File: src/rtl/nconv_pkg.sv
//------------------------------------------------------------------------------
// nconv_pkg
// Shared types and constants of the normalized 3x3 convolution unit.
//------------------------------------------------------------------------------
`default_nettype none

package nconv_pkg;

  // Default parameter values.
  localparam int unsigned MaxWidthDef   = 4096;
  localparam int unsigned SampleBitsDef = 16;
  localparam int unsigned WeightBitsDef = 16;

  // Fixed field widths.
  localparam int unsigned WeightRegBits = 48;
  localparam int unsigned GridWBits     = 13;
  localparam int unsigned GridHBits     = 16;
  localparam int unsigned FiltBits      = 24;
  localparam int unsigned ColBits       = 12;
  localparam int unsigned RowBits       = 16;
  localparam int unsigned CfgIdxBits    = 3;
  localparam int unsigned CfgDataBits   = 48;

  // Configuration register indexes.
  localparam logic [CfgIdxBits-1:0] RegWeightsTop = 3'd0;
  localparam logic [CfgIdxBits-1:0] RegWeightsMid = 3'd1;
  localparam logic [CfgIdxBits-1:0] RegWeightsBot = 3'd2;
  localparam logic [CfgIdxBits-1:0] RegGridWidth  = 3'd3;
  localparam logic [CfgIdxBits-1:0] RegGridHeight = 3'd4;

  // Reset values.
  localparam logic [WeightRegBits-1:0] WeightsTopRst = 48'd4398180729856;
  localparam logic [WeightRegBits-1:0] WeightsMidRst = 48'd8800119556096;
  localparam logic [WeightRegBits-1:0] WeightsBotRst = 48'd4398180729856;
  localparam logic [GridWBits-1:0]     GridWidthRst  = 13'd640;
  localparam logic [GridHBits-1:0]     GridHeightRst = 16'd480;

  // Saturation limits of the filtered result.
  localparam logic signed [FiltBits-1:0] FiltMax = 24'sh7FFFFF;
  localparam logic signed [FiltBits-1:0] FiltMin = -24'sh800000;

  // Command from the controller to the datapath.
  typedef struct packed {
    logic       load;      // capture an item and update line stores/window
    logic       start;     // start evaluating one result
    logic [1:0] kind;      // which window view to evaluate
    logic       emit;      // present the evaluated result
  } nconv_cmd_t;

  // Status from the datapath to the controller.
  typedef struct packed {
    logic div_done;
  } nconv_sts_t;

  // Window views.
  localparam logic [1:0] ViewMain     = 2'd0;
  localparam logic [1:0] ViewFlush    = 2'd1;
  localparam logic [1:0] ViewLast     = 2'd2;
  localparam logic [1:0] ViewLastFlsh = 2'd3;

endpackage

`default_nettype wire

File: src/rtl/nconv_ctrl.sv
//------------------------------------------------------------------------------
// nconv_ctrl
// Sequencer: accepts an item, walks its results, drives output handshake.
//------------------------------------------------------------------------------
`default_nettype none

module nconv_ctrl (
  input  wire logic                  clk_i,
  input  wire logic                  rst_ni,
  input  wire logic                  in_valid_i,
  output logic                       in_ready_o,
  output logic                       out_valid_o,
  input  wire logic                  out_ready_i,
  output logic                       last_o,
  output nconv_pkg::nconv_cmd_t      cmd_o,
  input  wire nconv_pkg::nconv_sts_t sts_i,
  input  wire logic [3:0]            plan_i
);
  localparam logic [2:0] StIdle = 3'd0;
  localparam logic [2:0] StRead = 3'd1;
  localparam logic [2:0] StPick = 3'd2;
  localparam logic [2:0] StCalc = 3'd3;
  localparam logic [2:0] StOut  = 3'd4;

  logic [2:0] state_q, state_d;
  logic [3:0] todo_q, todo_d;
  logic [1:0] pick;
  logic [3:0] rest;

  // Lowest pending result and what remains after it.
  always_comb begin
    pick = 2'd0;
    if (todo_q[0]) begin
      pick = 2'd0;
    end else if (todo_q[1]) begin
      pick = 2'd1;
    end else if (todo_q[2]) begin
      pick = 2'd2;
    end else begin
      pick = 2'd3;
    end
    rest = todo_q & ~(4'b0001 << pick);
  end

  always_comb begin
    state_d = state_q;
    todo_d  = todo_q;
    cmd_o   = '0;
    in_ready_o = (state_q == StIdle);
    out_valid_o = (state_q == StOut);
    unique case (state_q)
      StIdle: begin
        if (in_valid_i) begin
          cmd_o.load = 1'b1;
          state_d = StRead;
        end
      end
      StRead: begin
        todo_d  = plan_i;
        state_d = StPick;
      end
      StPick: begin
        if (todo_q == '0) begin
          state_d = StIdle;
        end else begin
          cmd_o.start = 1'b1;
          cmd_o.kind  = pick;
          state_d = StCalc;
        end
      end
      StCalc: begin
        if (sts_i.div_done) begin
          state_d = StOut;
        end
      end
      StOut: begin
        if (out_ready_i) begin
          todo_d = rest;
          state_d = (rest == '0) ? StIdle : StPick;
        end
      end
      default: state_d = StIdle;
    endcase
  end

  assign last_o = (rest == '0);

  always_ff @(posedge clk_i or negedge rst_ni) begin
    if (!rst_ni) begin
      state_q <= StIdle;
      todo_q  <= '0;
    end else begin
      state_q <= state_d;
      todo_q  <= todo_d;
    end
  end
endmodule

`default_nettype wire

File: config.mk
export PLATFORM = sky130hd
export DESIGN_NAME = nconv_ctrl
export DESIGN_NICKNAME = d
export VERILOG_FILES = /design/src/rtl/nconv_pkg.sv /design/src/rtl/nconv_ctrl.sv
export SDC_FILE = /design/constraint.sdc
export NUM_CORES = 1
export LEC_CHECK = 0
export ABC_AREA = 1
export CORE_UTILIZATION = 35
export CTS_CLUSTER_DIAMETER = 120
export CTS_CLUSTER_SIZE = 16
export DETAILED_ROUTE_END_ITERATION = 8
export DONT_BUFFER_PORTS = 1
export MAX_ROUTING_LAYER = met4
export SLEW_MARGIN = 20
export SYNTH_ARGS = -nofsm -noshare
export SYNTH_HDL_FRONTEND = slang
export SYNTH_SLANG_ARGS = --single-unit
File: constraint.sdc
create_clock -name clk_i -period 2.15 [get_ports clk_i]
set_input_delay 0.1075 -clock clk_i [delete_from_list [all_inputs] [get_ports clk_i]]
set_output_delay 0.1075 -clock clk_i [all_outputs]
set_load 0.05 [all_outputs]
==> qor.yml <==
die:
  pin_count: 17
  dieHeight_um: 39.72
  die_area_um2: 1578
  die_w_um: 39.72
  coreArea_um2: 1318
  initial_utilization: 0.3780
  num_rows: 13
clock_network:
  insertion_delay_ns: 0.25
  cts_buffers: 3
  cts_buffer_depth: 2
  cts.sinks: 7
  tritoncts: "built"
  post_cts.repair.setup_buffers: 0
  cts_root_buf: "clkbuf_4"
  clk_pin_slew_ns: 0.05
  htree_num_levels: 1
sta:
  timing.final.max_slew_violations: 0
  post-route-period-util: 0.7507
  skew_ns: 0.005454
  period_minus_slack_ns: 1.614
  fin_setup_tns_ns: 0
  hold_viol_final: 0
  setup_viol: 0
  max_freq_mhz: 619.6
  rsz0062_at_grt: "no"
layout:
  finalInstanceArea_um2: 575.6
  diodes: 0
  fillers: 144
  area_growth_syn_to_layout_pct: 15.58
  final_cells: 96
  drive_above_1_share: 0.2222
  fin_nets: 91
  final_core_util: 0.4368
grt:
  antenna_found_initial: 0
  grt_max_degree: 9
  grt_pass1_vias: 385
  gr-total-overflow: 0
  grt_pass1_wl_mm: 1.476
  grt_use_total: 0.1524
logic_synthesis:
  synthTopCellsByArea: "dfrtp_1 (35%), nand2_1 (14%), inv_1 (11%), nor2_1 (6.8%), o21ai_0 (5.0%)"
  syn_nets: 82
  synth.top_cell.area_share: 0.3518
  synth_area_leader_cell: "dfrtp_1"
  ys_ff_latch: 7
  synthDistinctLibCells: 16
  synth_cells: 73
  synth_area_um2: 498.0
  avgSynthCellArea_um2: 6.822
  yosys_warnings: 0
  yosysSeqAreaShare: 0.3518
critical_path:
  cp.required_ns: 2.04
  slowest_stage: "dfrtp_1"
  rrSetupSlack_ns: 0.75
  crit_start: "state_q[0]"
  critPathArrivalTime_ns: 1.51
  reg2reg_depth: 6
  cp_max_fo: 3
  path_class: "flip-flop to primary output"
  r2r_start: "state_q[0]"
  crit_path_end: "cmd_o[4]"
  critical_path.max_stage_delay_ns: 0.41
  worstReg2RegEnd: "todo_q[2]"
  critPathCaptureType: "primary output"
  crit_chain: "nor2_2 > inv_1 > nor2_2 > buf_4 > inv_1 > nor2_1 > buf_4"
  critPathLaunchType: "flip-flop"
drt:
  drt_iter0_drc: 1
  ant_nets: 0
  drcViolationCount: 0
  drt_first_pass_iters: 2
  routed_wl_um: 926
  wl_per_cell_um: 9.646
  vias_per_cell: 4.427
  num_vias: 425
placed_design:
  dpl_cell_area_um2: 539.3
  port_buffers: 0
  dp_cells: 91
  gp_congestion: 0.6660
  dp.final_hpwl_um: 785.6
run_status:
  status: "finished clean"
run:
  maxCapViolCount: 0
hold_path:
  hold_path_class: "input port to flip-flop"
[cell usage in the layout, fill, tap and decap left out, drive strengths merged]
| master | synthesis | routed |
|---|---|---|
| a211oi | 1 | 1 |
| nand2 | 22 | 22 |
| clkbuf | 0 | 4 |
| buf | 1 | 4 |
| o211a | 1 | 1 |
| nor2 | 12 | 12 |
| dfrtp | 7 | 7 |
| dlygate4sd3 | 0 | 1 |
| o21ai | 6 | 6 |
| o211ai | 2 | 2 |
| nor3 | 2 | 2 |
| conb | 1 | 1 |
| inv | 16 | 16 |
| a21oi | 2 | 2 |
[worst min-delay path by stage]
stage / start / endpoint / slack, ns / cells past startpoint
4_1_cts: plan_i[0] / todo_q[0] / 0.006 / 2
6_report: plan_i[0] / todo_q[0] / 0.01 / 2
5_1_grt: plan_i[0] / todo_q[0] / 0.02 / 2
3_5_place_dp: rst_ni / state_q[2] / -0.19 / 0
3_3_place_gp: rst_ni / state_q[2] / -0.19 / 0
2_1_floorplan: rst_ni / state_q[0] / -0.19 / 0
[layer usage]
layer  vias up  GRT usage  wire, um
li1        236          -         -
met1       179     0.1972       463
met2         8     0.2049       414
met3         2    0.02273        35
met4         0     0.1293        12
met5         -          -         0
[final cells by class]
type	count	area (um^2)	share of cell area
repair buffers	5	40.04	0.06957
flip-flops and latches	7	175.2	0.3043
multi-input cells	49	255.2	0.4435
well taps	15	18.77	0.03261
clock buffers	4	26.28	0.04565
inverters	16	60.06	0.1043
[state kept, by name (all words and copies together), names as in the netlist]
name / count
todo_q: 4
state_q: 3
[timing repair]
action,4_1_cts,5_1_grt
resized for setup,0,0
endpoints found under the hold margin,7,0
hold buffers,1,0
[Yosys cell counts, drive strengths merged]
master	n
nand2	22
inv	16
nor2	12
dfrtp	7
o21ai	6
a21oi	2
nor3	2
o211ai	2
a211oi	1
buf	1
conb	1
o211a	1
[per-stage QoR]
stage / setup WS (ns) / hold slack, ns
after CTS: 0.5155 / 0.006167
after detailed placement: 0.7530 / -0.1879
after floorplan: 0.2278 / -0.1881
after global placement: 0.7657 / -0.1879
after global routing: 0.4541 / 0.02192
final: 0.5360 / 0.01367
[cell families after synthesis]
logic type,share of synthesized area
simple gates,0.3266
buf+inv,0.1357
compound gates,0.1784
flops,0.3518
other cells,0.007530
[critical path, delay by kind of cell (launching register included)]
| kind | cells | cell delay (ns) |
|---|---|---|
| buffers and inverters | 4 | 0.55 |
| and+or+nand+nor | 3 | 0.31 |
| DFF | 1 | 0.41 |
Power is not shown: default switching activity piles up to over one toggle a cycle in this logic, so the estimate is an artifact.
